==> config.mk <==
export PLATFORM = sky130hd
export DESIGN_NAME = signed_int_to_decimal_ascii_unit
export DESIGN_NICKNAME = d
export VERILOG_FILES = /design/src/design/sida_pkg.sv /design/src/design/sida_bcd_conv.sv /design/src/design/signed_int_to_decimal_ascii_unit.sv
export SDC_FILE = /design/constraint.sdc
export NUM_CORES = 1
export LEC_CHECK = 0
export BUFFER_PORTS_ARGS = -buffer_cell sky130_fd_sc_hd__buf_2
export CORE_MARGIN = 2
export CORE_UTILIZATION = 30
export CTS_BUF_LIST = sky130_fd_sc_hd__clkbuf_8
export CTS_CLUSTER_DIAMETER = 100
export DETAILED_ROUTE_END_ITERATION = 12
export MAX_ROUTING_LAYER = met4
export PLACE_DENSITY = 0.48
export SYNTH_ARGS = -nofsm -noshare
export SYNTH_HDL_FRONTEND = slang
export SYNTH_SLANG_ARGS = --single-unit
==> constraint.sdc <==
create_clock -name clk -period 6.4 [get_ports clk]
set_input_delay 1.28 -clock clk [delete_from_list [all_inputs] [get_ports clk]]
set_output_delay 1.28 -clock clk [all_outputs]
set_load 0.01 [all_outputs]
==> src/design/sida_pkg.sv <==
// Package for the signed integer to decimal ASCII unit.
// Holds the widths, the ASCII codes and the sequencer state type.
// It depends on nothing else.
package sida_pkg;

	localparam int unsigned BIN_W      = 32;
	localparam int unsigned NUM_DIGITS = 10;
	localparam int unsigned DIGIT_W    = 4;
	localparam int unsigned IDX_W      = $clog2(NUM_DIGITS);
	localparam int unsigned CHAR_W     = 6;

	localparam logic [CHAR_W-1:0] CODE_ZERO  = CHAR_W'(48);
	localparam logic [CHAR_W-1:0] CODE_MINUS = CHAR_W'(45);

	typedef logic [NUM_DIGITS-1:0][DIGIT_W-1:0] bcd_t;

	typedef enum logic [1:0] {
		ST_IDLE,
		ST_CONV,
		ST_SIGN,
		ST_DIGITS
	} state_t;

endpackage

==> src/design/sida_bcd_conv.sv <==
// Iterative binary to BCD converter using the shift and add-three method.
// One bit of the magnitude is shifted in per cycle; uses sida_pkg.
module sida_bcd_conv
	import sida_pkg::*;
(
	input  logic             clk,
	input  logic             arst_n,
	input  logic             start,
	input  logic [BIN_W-1:0] mag,
	output logic             done,
	output bcd_t             bcd
);

	localparam int unsigned CNT_W = $clog2(BIN_W);

	logic [BIN_W-1:0] bin_q;
	bcd_t             bcd_q;
	logic [CNT_W-1:0] cnt_q;
	logic             busy_q;
	logic             done_q;
	bcd_t             bcd_adj;

	// Every digit of five or more gets three added before the shift doubles it.
	always_comb begin
		for (int i = 0; i < NUM_DIGITS; i++) begin
			bcd_adj[i] = (bcd_q[i] >= DIGIT_W'(5)) ? bcd_q[i] + DIGIT_W'(3) : bcd_q[i];
		end
	end

	always_ff @(posedge clk or negedge arst_n) begin
		if (!arst_n) begin
			busy_q <= 1'b0;
			done_q <= 1'b0;
			cnt_q  <= '0;
		end else begin
			done_q <= 1'b0;
			if (start) begin
				busy_q <= 1'b1;
				cnt_q  <= '0;
			end else if (busy_q) begin
				cnt_q <= cnt_q + CNT_W'(1);
				if (cnt_q == CNT_W'(BIN_W - 1)) begin
					busy_q <= 1'b0;
					done_q <= 1'b1;
				end
			end
		end
	end

	always_ff @(posedge clk) begin
		if (start) begin
			bin_q <= mag;
			bcd_q <= '0;
		end else if (busy_q) begin
			{bcd_q, bin_q} <= {bcd_adj, bin_q} << 1;
		end
	end

	assign done = done_q;
	assign bcd  = bcd_q;

endmodule

==> src/design/signed_int_to_decimal_ascii_unit.sv <==
// Signed 32-bit integer to decimal ASCII text, most significant character first.
// The BCD conversion shifts one bit per cycle through sida_bcd_conv. A new value
// is taken only in idle, after the last character of the previous one has gone out;
// the text is 1 to 11 characters long. Asynchronous active-low reset returns the
// sequencer to idle.
module signed_int_to_decimal_ascii_unit
	import sida_pkg::*;
(
	input  logic              clk,
	input  logic              arst_n,
	input  logic              in_valid,
	output logic              in_ready,
	input  logic [BIN_W-1:0]  value,
	output logic              out_valid,
	input  logic              out_ready,
	output logic [CHAR_W-1:0] character,
	output logic              last
);

	state_t           state_q, state_d;
	logic             neg_q;
	logic [IDX_W-1:0] idx_q;
	logic [IDX_W-1:0] lead_idx;
	logic [BIN_W-1:0] mag;
	logic             conv_start;
	logic             conv_done;
	bcd_t             bcd;

	// Two's complement negation also gives the right unsigned magnitude for the
	// most negative value.
	assign mag        = value[BIN_W-1] ? (~value + BIN_W'(1)) : value;
	assign conv_start = in_valid && in_ready;

	sida_bcd_conv u_conv (
		.clk    (clk),
		.arst_n (arst_n),
		.start  (conv_start),
		.mag    (mag),
		.done   (conv_done),
		.bcd    (bcd)
	);

	// Highest non-zero digit; zero leaves the index on the units digit.
	always_comb begin
		lead_idx = '0;
		for (int i = 0; i < NUM_DIGITS; i++) begin
			if (bcd[i] != '0) begin
				lead_idx = IDX_W'(i);
			end
		end
	end

	always_comb begin
		state_d   = state_q;
		in_ready  = 1'b0;
		out_valid = 1'b0;
		character = CODE_ZERO + CHAR_W'(bcd[idx_q]);
		last      = (idx_q == '0);
		unique case (state_q)
			ST_IDLE: begin
				in_ready = 1'b1;
				if (in_valid) begin
					state_d = ST_CONV;
				end
			end
			ST_CONV: begin
				if (conv_done) begin
					state_d = neg_q ? ST_SIGN : ST_DIGITS;
				end
			end
			ST_SIGN: begin
				out_valid = 1'b1;
				character = CODE_MINUS;
				last      = 1'b0;
				if (out_ready) begin
					state_d = ST_DIGITS;
				end
			end
			ST_DIGITS: begin
				out_valid = 1'b1;
				if (out_ready && idx_q == '0) begin
					state_d = ST_IDLE;
				end
			end
			default: state_d = ST_IDLE;
		endcase
	end

	always_ff @(posedge clk or negedge arst_n) begin
		if (!arst_n) begin
			state_q <= ST_IDLE;
			neg_q   <= 1'b0;
			idx_q   <= '0;
		end else begin
			state_q <= state_d;
			if (conv_start) begin
				neg_q <= value[BIN_W-1];
			end
			if (state_q == ST_CONV && conv_done) begin
				idx_q <= lead_idx;
			end else if (state_q == ST_DIGITS && out_ready && idx_q != '0) begin
				idx_q <= idx_q - IDX_W'(1);
			end
		end
	end

endmodule

# Yosys cells after proc, flatten, opt, wreduce, memory -nomap -nowiden

Index checks and enable logic that the tools add are counted.
W data, S select, Z words.

Register bits: 86
Logic and storage cells: 116
Bits of input ports: 36
Output and inout port bits: 9

Mux-type cells: 44
Equality and inequality tests: 8
$add $sub $neg: 14
Reduce and logical (&&, ||, !) cells: 21
Magnitude comparators: 11
Bitwise logic cells: 1

Operators by type and width:

| cell                    | number |
|---|---|
| $mux W32                | 3 |
| $mux W4                 | 19 |
| $ge A4 B3 Y1 const B    | 10 |
| $reduce_bool A4 Y1      | 10 |
| $add A4 B2 Y4 const B   | 9 |
| $add A32 B1 Y32 const B | 1 |
| $not A32 Y32            | 1 |
| $bmux W4 S4             | 1 |
| $mux W1                 | 11 |
| $mux W2                 | 5 |
| $mux W5                 | 2 |
| $pmux W2 S4             | 1 |
| $add A5 B5 Y6 const A   | 1 |
| $mux W6                 | 1 |
| $ne A2 B2 Y1 const B    | 3 |
| $add A5 B1 Y5 const B   | 1 |
| $eq A5 B5 Y1 const B    | 1 |
| $logic_and A1 B1 Y1     | 5 |
| $lt A4 B5 Y1 const B    | 1 |
| $eq A2 B2 Y1 const B    | 2 |
| $logic_not A4 Y1        | 1 |
| $reduce_and A4 Y1       | 1 |
| $reduce_bool A2 Y1      | 2 |
| $sub A4 B1 Y4 const B   | 1 |
| 6 further kinds         | 6 |

# Longest topological paths before layout

Gate-level depths: netlist of run 1.

Depth in word-level cells: 11
Mapped depth: 9

# Modules after synthesis

Synthesis of run 1 repeated with hierarchy kept, for this count alone.

Cell total of the unflattened synthesis: 597
Area, all modules: 5721.7 sq um

By module, submodules not included:

| module                           | cells an instance | times used | seq. area each (sq um) | area each (sq um) |
|---|---|---|---|---|
| sida_bcd_conv                    | 395               | 1          | 1936.9                 | 4086.4 |
| signed_int_to_decimal_ascii_unit | 202               | 1          | 175.2                  | 1635.3 |

# Worst setup path after synthesis of run 1

Ideal clock, no wire load.

Path type: input to register
Start: input value[26]
End: register u_conv.bin_q[29], data pin
Library setup time: 0.265 ns
Arrival: 2.732 ns
Path buffers: 0
Stages on the path: 5
Setup slack: 3.404 ns
Cells stage by stage: or4_4 or4_4 o41ai_2 xor2_1 o21ai_1

Word-level cells in the longest chain between the ends: 4

Ends and longest elaborated chain:

| element              | line                                   | text |
|---|---|---|
| start, declared      | signed_int_to_decimal_ascii_unit.sv:13 | `input logic [BIN_W-1:0] value,` |
| $not A32 Y32         | signed_int_to_decimal_ascii_unit.sv:31 | `assign mag = value[BIN_W-1] ? (~value + BIN_W'(1)) : value;` |
| $add A32 B1 Y32      | signed_int_to_decimal_ascii_unit.sv:31 |  |
| $mux W32             | signed_int_to_decimal_ascii_unit.sv:31 |  |
| $mux W32             | sida_bcd_conv.sv:51                    | `if (start) begin` |
| end signal, assigned | sida_bcd_conv.sv:52                    | `bin_q <= mag;` |
| end signal, assigned | sida_bcd_conv.sv:55                    | `{bcd_q, bin_q} <= {bcd_adj, bin_q} << 1;` |
| end, declared        | sida_bcd_conv.sv:16                    | `logic [BIN_W-1:0] bin_q;` |

Every way passes these cells.
A chain may end at the register's enable or synchronous reset.

# Worst setup path after layout of run 1

Start: register idx_q[0]
End: output character[1]

Word-level cells in the longest chain between the ends: 4

Ends and longest elaborated chain:

| element                       | line                                    | text |
|---|---|---|
| start, declared               | signed_int_to_decimal_ascii_unit.sv:22  | `logic [IDX_W-1:0] idx_q;` |
| start signal, assigned        | signed_int_to_decimal_ascii_unit.sv:100 | `idx_q <= lead_idx;` |
| start signal, assigned        | signed_int_to_decimal_ascii_unit.sv:102 | `idx_q <= idx_q - IDX_W'(1);` |
| $bmux W4 S4                   | signed_int_to_decimal_ascii_unit.sv:57  | `character = CODE_ZERO + CHAR_W'(bcd[idx_q]);` |
| $mux W4 (implied by the code) | signed_int_to_decimal_ascii_unit.sv:57  |  |
| $add A5 B5 Y6                 | signed_int_to_decimal_ascii_unit.sv:57  |  |
| $mux W6                       | signed_int_to_decimal_ascii_unit.sv:59  | `unique case (state_q)` |
| end, declared                 | signed_int_to_decimal_ascii_unit.sv:16  | `output logic [CHAR_W-1:0] character,` |

Every way passes these cells. The select of a mux whose other input is x is not followed.

==> results of run 1 <==
==> layout by cell type, fill, tap and decap left out, types with 3 or more instances in the layout <==
cell and n:
nor3b_1 7, o41ai_1 7, nand2b_1 13, a21oi_1 33
or4_4 4, dfrtp_1 13, nor4b_1 3, buf_4 3
nand2_1 85, inv_1 32, nor3_1 4, nand3_1 23
clkbuf_8 10, buf_2 43, dfxtp_1 40, o211ai_1 8
nor2_1 31, xor2_1 30, o21ai_0 62, mux4_2 8
mux2i_1 22, nor4_1 3, a21o_1 8, edfxtp_1 32
nand4_1 3, o31ai_1 8, xnor2_1 21, ha_1 28
o21ai_1 4
==> worst max-delay path: cells and delay by family, from the launching register on <==
| kind | cells | cell delay, ns |
|---|---|---|
| buffers and inverters | 1 | 0.18 |
| DFF | 1 | 0.85 |
| and+or+nand+nor | 2 | 0.35 |
| AOI/OAI and AO/OA | 1 | 0.06 |
| muxes | 1 | 0.61 |
==> flip-flops by register name, indices dropped and copies added, names as in the netlist <==
register       count
idx_q              4
neg_q              1
state_q            2
u_conv.bcd        40
u_conv.bin_q      32
u_conv.busy_q      1
u_conv.cnt_q       5
u_conv.done        1
==> area by class of cell <==
class / count / area [sq um] / share of cell area (%)
multi-input cells: 454 / 3080 / 51.12
inverters: 33 / 123.9 / 2.056
clock inverters: 6 / 46.29 / 0.7683
well taps: 229 / 286.5 / 4.755
clock buffers: 10 / 137.6 / 2.284
flip-flops and latches: 86 / 2113 / 35.07
repair buffers: 46 / 237.7 / 3.945
==> per-stage QoR <==
stage	std cells	area (sq um)	utilization, %
final	864	6026	33.78
after CTS	864	6026	33.78
after global placement	848	5842	32.74
after global routing	864	6026	33.78
after detailed placement	848	5842	32.74
after floorplan	602	5428	-
==> metal layers <==
layer	part of all wire (%)	track usage (%)	vias to the layer above	routed length [um]
met1	49	17.94	2057	6160
met3	2.8	3.014	8	349
met5	0	-	-	0
li1	-	-	2185	-
met4	1.1	3.759	0	141
met2	47	21.57	58	5862
==> cells by family (layout without fill, tap and decap cells) <==
group	after synthesis	count (layout)	share of synthesized area, %
other cells	1	1	0.06909
fa+ha+maj	28	28	6.455
compound gates	148	148	16.67
flops	86	86	38.91
buf+inv	62	95	4.380
xor+xnor	51	51	8.230
mux	32	32	7.792
simple gates	194	194	17.50
==> worst max path at each step <==
stage	slack, ns	cells after the start	to	startpoint
finish	2.69	5	character[1]	idx_q[0]
global route	2.48	5	character[1]	idx_q[0]
CTS	2.66	5	character[1]	idx_q[0]
detailed placement	3.01	6	u_conv.bin_q[27]	value[6]
global placement	3.07	6	u_conv.bin_q[25]	value[6]
floorplan	3.40	5	u_conv.bin_q[29]	value[26]
==> power groups by stage <==
stage | logic [mW] | clock network, mW | registers (mW)
2_1_floorplan | 1.02 | 0 | 1.00
3_3_place_gp | 1.19 | 0 | 1.10
3_5_place_dp | 1.23 | 0 | 1.11
4_1_cts | 1.24 | 0.390 | 1.10
5_1_grt | 1.41 | 0.411 | 1.15
6_report | 1.23 | 0.371 | 1.10
==> flow_summary.ini, run 1 <==
[status]
status = complete, no violations

[logic_synthesis]
synthCells = 602
ys_seq_elements = 86
synthesis.area_sq_um = 5428
yosys_warnings = 0
synth_fp_nets = 666
synth_top_area_cell = edfxtp_1
ys_top_cells_by_area = edfxtp_1 18%, dfxtp_1 15%, dfrtp_1 6.5%, ha_1 6.5%, nand2_1 5.9%
yosys.cell_types.count = 57
ys_seq_area_share_pct = 38.91
synth_commonest_cells = 86 x nand2_1, 62 x o21ai_0, 40 x dfxtp_1
ys_async_sr_fraction_pct = 16.28
synthFlopType = dfxtp_1
synth-edff-count = 32
synth_top_area_share_pct = 17.70
post-synth-top-count-cell = nand2_1
synth_area_per_cell_sq_um = 9.016

[worst_setup_path]
rr_endpoint = u_conv.bin_q[24]
cp_cell_sequence = mux4_2, nor2_1, a211oi_1, nor3_1, buf_2
timing.rr.start = state_q[0]
crit_slowest_cell = dfrtp_1
worstPathRequired_ns = 5.12
cp_data_arrival_time_ns = 2.43
critPathKind = flop to output pin
cp-end-kind = output pin
startpoint_type = flop
slowest_delay_ns = 0.85
r2r_cells = 5
path_max_fanout = 16
rrSetupSlack_ns = 3.97

[drt]
drt_wl_total_um = 12520
detail-route-antenna-nets = 0
drt_iter0_markers = 321
wl_per_cell_um = 14.48
drtPass1Iterations = 4
drt_drc_violations_left = 0
via_per_inst = 4.986
num_vias = 4308

[placed_design]
pre_cts_ws_ns = 3.014
dp_hpwl_um = 8599
place.port_buffers = 43
gp_congestion = 0.8405

[sta]
layout_min_cycle_time_ns = 3.714
layout_setup_ws_ns = 2.686
final-setup-viol-count = 0
slew_violations = 0
tightest_slew_ns = 1.028
rsz0062_at_grt = no
timing.fmax_mhz = 269.2
worst_clock_skew_ns = 0.007501
fin_hold_ws_ns = 0.4782
finalHoldViolations = 0
finalCritPeriodShare_pct = 58.03
fin_tns_setup_ns = 0
slew_headroom_pct = 31.21

[power_and_ir_drop]
p_sw_mw = 1.107
seq_power_share_pct = 40.8
p_per_area_nw_per_um2 = 447.8
p_leak_nw = 2.536
switching_share_pct = 41.02
p_comb_share_pct = 45.5
total_power_mw = 2.698
vdd_drop_max_v = 0.0001602
clkPwrFrac_pct = 13.7
p_int_mw = 1.591

[global_route]
grt_pass1_vias = 4103
grtUsageTotal_pct = 13.73
globalRouteOverflowTotal = 0
antenna_found_initial = 0
grt_max_degree = 67
grt_pass1_wl_um = 20980

[floorplanning]
die_w_um = 138.5
rows = 49
dieArea_sq_um = 19180
pin_count = 45
initial_core_util_pct = 30.42
core_area_sq_um = 17840
die_h_um = 138.5

[hold_path]
hold_end = neg_q
hold_depth = 2
hp-start = neg_q
hold_path.class = flop to flop

[clock_network]
clock_sinks = 86
clk_pin_slew_ns = 0.09
postCtsResizedCells = 0
cts_root_buf = clkbuf_8
cts-htree-levels = 3
postCtsSetupRepairBufs = 0
clockBufferDepth = 2
cts_tree = done
cts_buffers = 9
insertion_delay_ns = 0.38
hold_buffers = 0

[cells_and_area]
num_antenna_cells = 0
area_growth_pct = 11.02
fin_nets = 694
drive_gt1_share_pct = 13.86
fillers = 1805

[run]
max-cap-violations = 0
Power figures use the tool's default switching activity.
==> inputs of run 2 (changes only) <==
ABC_AREA = 1   (was default)
PLACE_DENSITY = 0.49   (was 0.48)
clock period = 3 ns   (was 6.4 ns; I/O delays follow)
==> run 2 against run 1 <==
Cell count rose by 24%. Register-to-register slack got worse by 3.1 ns. Worst hold slack worse by 0.36 ns. Non-clock buffer count grew 6. Sequential power up 100%. Area after synthesis grew 4.6%. Cell area up 5.3%. Critical endpoint is now last.
==> flow_summary.ini, run 2 <==
[logic_synthesis]
post-synth-top-count-cell = nand2_1
synth_top_family_by_area = simple AND/OR/NAND/NOR gates
ys_async_sr_fraction_pct = 16.28
synth_top_area_share_pct = 16.92
synth.mux.area_fraction_pct = 0
synth_fp_nets = 861
synth_fa_ha_area_share_pct = 6.170
synthSimpleGateAreaFrac_pct = 27.46
synth_compound_area_share_pct = 17.83
synth_top_area_cell = edfxtp_1
synth_commonest_cells = 191 x nand2_1, 94 x inv_1, 66 x nand3_1
yosys.cell_types.count = 42
ys_seq_elements = 86
yosys_warnings = 0
synth_area_per_cell_sq_um = 7.124
synth-edff-count = 32
synth-xor-area-share_pct = 2.622
ys_top_cells_by_area = edfxtp_1 17%, dfxtp_1 14%, nand2_1 13%, inv_1 6.2%, dfrtp_1 6.2%
synthFlopType = dfxtp_1
synthesis.area_sq_um = 5678
synthCells = 797
ys_seq_area_share_pct = 37.20

[clock_network]
clock_sinks = 86
clk_pin_slew_ns = 0.10
hold_buffers = 0
postCtsSetupRepairBufs = 0
cts_root_buf = clkbuf_8
insertion_delay_ns = 0.37
clockBufferDepth = 2
postCtsResizedCells = 0
cts_buffers = 9
cts_tree = done
cts-htree-levels = 3

[drt]
detail-route-antenna-nets = 0
drt_wl_total_um = 14930
wl_per_cell_um = 13.94
drtPass1Iterations = 5
via_per_inst = 4.850
num_vias = 5194
drt_iter0_markers = 344
drt_drc_violations_left = 0

[worst_setup_path]
startpoint_type = flop
cp-end-kind = output pin
cp_data_arrival_time_ns = 1.95
path_max_fanout = 23
critPathKind = flop to output pin
worstPathRequired_ns = 2.40

[sta]
slew_headroom_pct = 60.28
finalHoldViolations = 0
fin_tns_setup_ns = 0
fin_hold_ws_ns = 0.1167
final-setup-viol-count = 0
worst_clock_skew_ns = 0.01244
tightest_slew_ns = 0.5951
layout_min_cycle_time_ns = 2.552
slew_violations = 0
timing.fmax_mhz = 391.8
finalCritPeriodShare_pct = 85.07
rsz0062_at_grt = no

[run]
max-cap-violations = 0

[cells_and_area]
area_growth_pct = 11.75
largest_reg_flops = 40
design_area_sq_um = 6345
final_common_cell = nand2_1
num_antenna_cells = 0
fin_nets = 896
drive_gt1_share_pct = 10.63
final_cell_mix = 189 x nand2_1, 95 x inv_1, 66 x nand3_1

[global_route]
globalRouteOverflowTotal = 0
grtUsageTotal_pct = 16.24
grt_pass1_wl_um = 25420
grt_max_degree = 49
antenna_found_initial = 0
grt_pass1_vias = 5126

[floorplanning]
die_h_um = 141.6
rows = 50
pin_count = 45
initial_core_util_pct = 30.46
die_w_um = 141.6
core_area_sq_um = 18640
dieArea_sq_um = 20040

[placed_design]
placed_cell_area_sq_um = 6147
place.port_buffers = 43
gp_congestion = 0.8439
dp_hpwl_um = 10900

[power_and_ir_drop]
vdd_drop_max_v = 0.0003365
total_power_mw = 6.184
p_leak_nw = 2.917
p_per_area_nw_per_um2 = 974.7

[hold_path]
hold_path.class = input pin to async pin

[status]
status = complete, no violations
==> run 2: cell types whose count changed in the layout (fill, tap and decap cells not counted), sizes merged, moves of 16 or more <==
cell	delta
a21oi	+18
nand2	+109
xor2	-16
nor2	+40
xnor2	-18
inv	+67
mux2i	-22
nand3	+43
o22ai	+22
==> run 2: critical path, stage by stage (launching register included) <==
cell     delay, ns
dfrtp_1       0.39
inv_1         0.44
ha_1          0.26
inv_1         0.04
nor2_1        0.14
nand2_1       0.09
nor2_1        0.08
buf_2         0.13
==> run 2: stage by stage <==
stage	setup WS, ns	cells	utilization [%]
2_1_floorplan	0.5030	797	-
5_1_grt	0.1869	1071	34.03
6_report	0.4479	1071	34.03
3_5_place_dp	0.8598	1055	32.97
3_3_place_gp	0.8726	1055	32.97
4_1_cts	0.4223	1071	34.03
==> run 2: kinds of logic (layout without fill, tap and decap cells) <==
kind of cell / Yosys count / in the layout
AND/OR/NAND/NOR: 358 / 358
XOR/XNOR: 17 / 17
buffers and inverters: 126 / 166
other: 1 / 1
adder cells (fa/ha/maj): 28 / 28
flip-flops: 86 / 86
AO/OA/AOI/OAI: 181 / 181
==> run 2: path summary, 6_finish.rpt <==
kind	start	endpoint	slack (ns)	cells past startpoint
min in group clk	u_conv.bcd[35]	u_conv.bcd[35]	0.47	2
worst max-delay path	idx_q[0]	last	0.45	7
max in group asynchronous	arst_n	neg_q	2.61	1
worst max register to register	state_q[0]	u_conv.bin_q[18]	0.92	6
worst min register to register	u_conv.bcd[35]	u_conv.bcd[35]	0.47	2
worst min-delay path	arst_n	idx_q[2]	0.12	1
==> run 2: power breakdown <==
part	internal, mW	switching, mW	leakage [nW]
combinational	1.13	1.96	1.95
sequential	1.87	0.353	0.857
clock	0.407	0.458	0.108
total	3.41	2.77	2.92
==> run 2: layer usage <==
metal | up-vias | GRT usage (%) | share of wire [%] | routed length [um]
met5 | - | - | 0 | 0
met3 | 8 | 3.341 | 4.0 | 596
met2 | 103 | 26.14 | 46 | 6837
met1 | 2342 | 21.23 | 49 | 7378
met4 | 0 | 3.526 | 0.76 | 114
li1 | 2741 | - | - | -
==> run 2: final cells by class <==
class / instances / area, sq um
multi-input combinational: 585 / 3079
clock inverter: 6 / 60.06
timing repair buffer: 52 / 295.3
fill: 2005 / 12300
sequential: 86 / 2112
tap: 234 / 292.8
clock buffer: 10 / 137.6
inverter: 98 / 367.9
==> inputs of run 3 (changes only) <==
CORE_UTILIZATION = 57   (was 30)
PLACE_DENSITY = 0.81   (was 0.49)
==> run 3 against run 2 <==
Clock skew about the same. Worst hold slack better by 0.014 ns. Register-to-register slack about the same. Routed wire length down 6.6%. Sequential power about the same. Maximum frequency down 0.40%. Cell count down 9.7%. Clock-buffer cell count down 1. Cell area down 2.1%. Power up 1.0%. Critical path depth unchanged. Clock power up 2.7%. Critical endpoint unchanged. Largest cell class unchanged. Highest routed layer unchanged.
==> flow_summary.ini, run 3 (same netlist as run 2, synthesis figures left out) <==
[global_route]
grt_pass1_vias = 5310
grtUsageTotal_pct = 27.41
grt_max_degree = 50
globalRouteOverflowTotal = 0
grt_pass1_wl_um = 23800
antenna_found_initial = 0

[placed_design]
place.port_buffers = 43
placed_cell_area_sq_um = 5996
dp_hpwl_um = 10170
gp_congestion = 0.8871
dp_cells = 951

[clock_network]
clockBufferDepth = 2
cts-htree-levels = 3
insertion_delay_ns = 0.37
postCtsSetupRepairBufs = 0
clock_sinks = 86
hold_buffers = 0
cts_buffers = 9
cts_root_buf = clkbuf_8
clk_pin_slew_ns = 0.09
postCtsResizedCells = 0
cts_tree = done

[cells_and_area]
multi_input_area_sq_um = 3077
stdcell_count = 967
design_area_sq_um = 6208
num_antenna_cells = 0
final_cell_mix = 190 x nand2_1, 95 x inv_1, 66 x nand3_1
drive_gt1_share_pct = 10.07
seq_area_sq_um = 2112
fillers = 903
largest_reg_flops = 40
area_growth_pct = 9.343
fin_nets = 893
final_common_cell = nand2_1

[hold_path]
hold_path.class = input pin to async pin

[drt]
drt_drc_violations_left = 0
drtPass1Iterations = 7
drt_iter0_markers = 346
detail-route-antenna-nets = 0
num_vias = 5457
wl_per_cell_um = 14.42
via_per_inst = 5.643
drt_wl_total_um = 13940

[power_and_ir_drop]
vdd_drop_max_v = 0.0004674
p_comb_share_pct = 50.1
p_per_area_nw_per_um2 = 1006
p_int_mw = 3.459
clkPwrFrac_pct = 14.2
total_power_mw = 6.248
switching_share_pct = 44.63
seq_power_share_pct = 35.7
p_sw_mw = 2.789
p_leak_nw = 2.902

[worst_setup_path]
timing.rr.start = state_q[1]
startpoint_type = flop
worstSetupStartpoint = idx_q[0]
cp-end-kind = output pin
worstPathRequired_ns = 2.40
cp_data_arrival_time_ns = 1.96
critPathKind = flop to output pin
path_max_fanout = 23

[sta]
timing.fmax_mhz = 390.3
slew_violations = 0
final-setup-viol-count = 0
finalHoldViolations = 0
layout_min_cycle_time_ns = 2.562
finalCritPeriodShare_pct = 85.41
rsz0062_at_grt = no
fin_tns_setup_ns = 0
worst_clock_skew_ns = 0.01283
slew_headroom_pct = 54.64
tightest_slew_ns = 0.6796

[floorplanning]
die_w_um = 103.8
core_area_sq_um = 9729
rows = 36
initial_core_util_pct = 58.36
pin_count = 45
die_h_um = 103.8
dieArea_sq_um = 10780

[status]
status = complete, no violations

[run]
max-cap-violations = 0
[run 3: power by group through the flow]
stage          registers (mW)  logic (mW)  clock network (mW)
6_report                 2.23        3.13               0.888
5_1_grt                  2.30        3.55               0.945
4_1_cts                  2.22        3.10               0.905
3_5_place_dp             2.24        3.08                   0
3_3_place_gp             2.21        2.93                   0
2_1_floorplan            2.12        2.36                   0
[run 3: cell type report]
class / count / share of cell area (%)
Clock buffer: 9 / 1.995
Tap cell: 133 / 2.680
Timing Repair Buffer: 49 / 4.393
Clock inverter: 7 / 1.431
Multi-Input combinational cell: 585 / 49.56
Inverter: 98 / 5.925
Sequential cell: 86 / 34.02
[run 3: worst max-delay path, cell delays in order (launching register included)]
cell     delay [ns]
dfrtp_1        0.38
inv_1          0.46
ha_1           0.27
inv_1          0.04
nor2_1         0.15
nand2_1        0.09
nor2_1         0.08
buf_2          0.13
[run 3: metal layers]
layer	global-route usage, %	part of all wire (%)
met1	34.43	45
met2	44.78	46
met5	-	0
met4	12.07	2.6
met3	3.147	6.4
[run 3: final timing paths]
check,cells past startpoint,slack [ns],end
min reg2reg,2,0.48,u_conv.bcd[35]
max,7,0.44,last
min in group clk,2,0.48,u_conv.bcd[35]
max in group asynchronous,1,2.60,neg_q
max reg2reg,8,0.91,u_conv.bcd[21]
min,1,0.13,u_conv.cnt_q[4]
[run 3: metrics by stage]
stage / hold WS (ns) / worst slack, ns / util, %
floorplan: 0.3044 / 0.5030 / -
global placement: 0.4306 / 0.7363 / 61.63
detailed placement: 0.4571 / 0.6654 / 61.63
CTS: 0.1253 / 0.4403 / 63.81
global route: 0.1400 / 0.2428 / 63.81
finish: 0.1303 / 0.4376 / 63.81
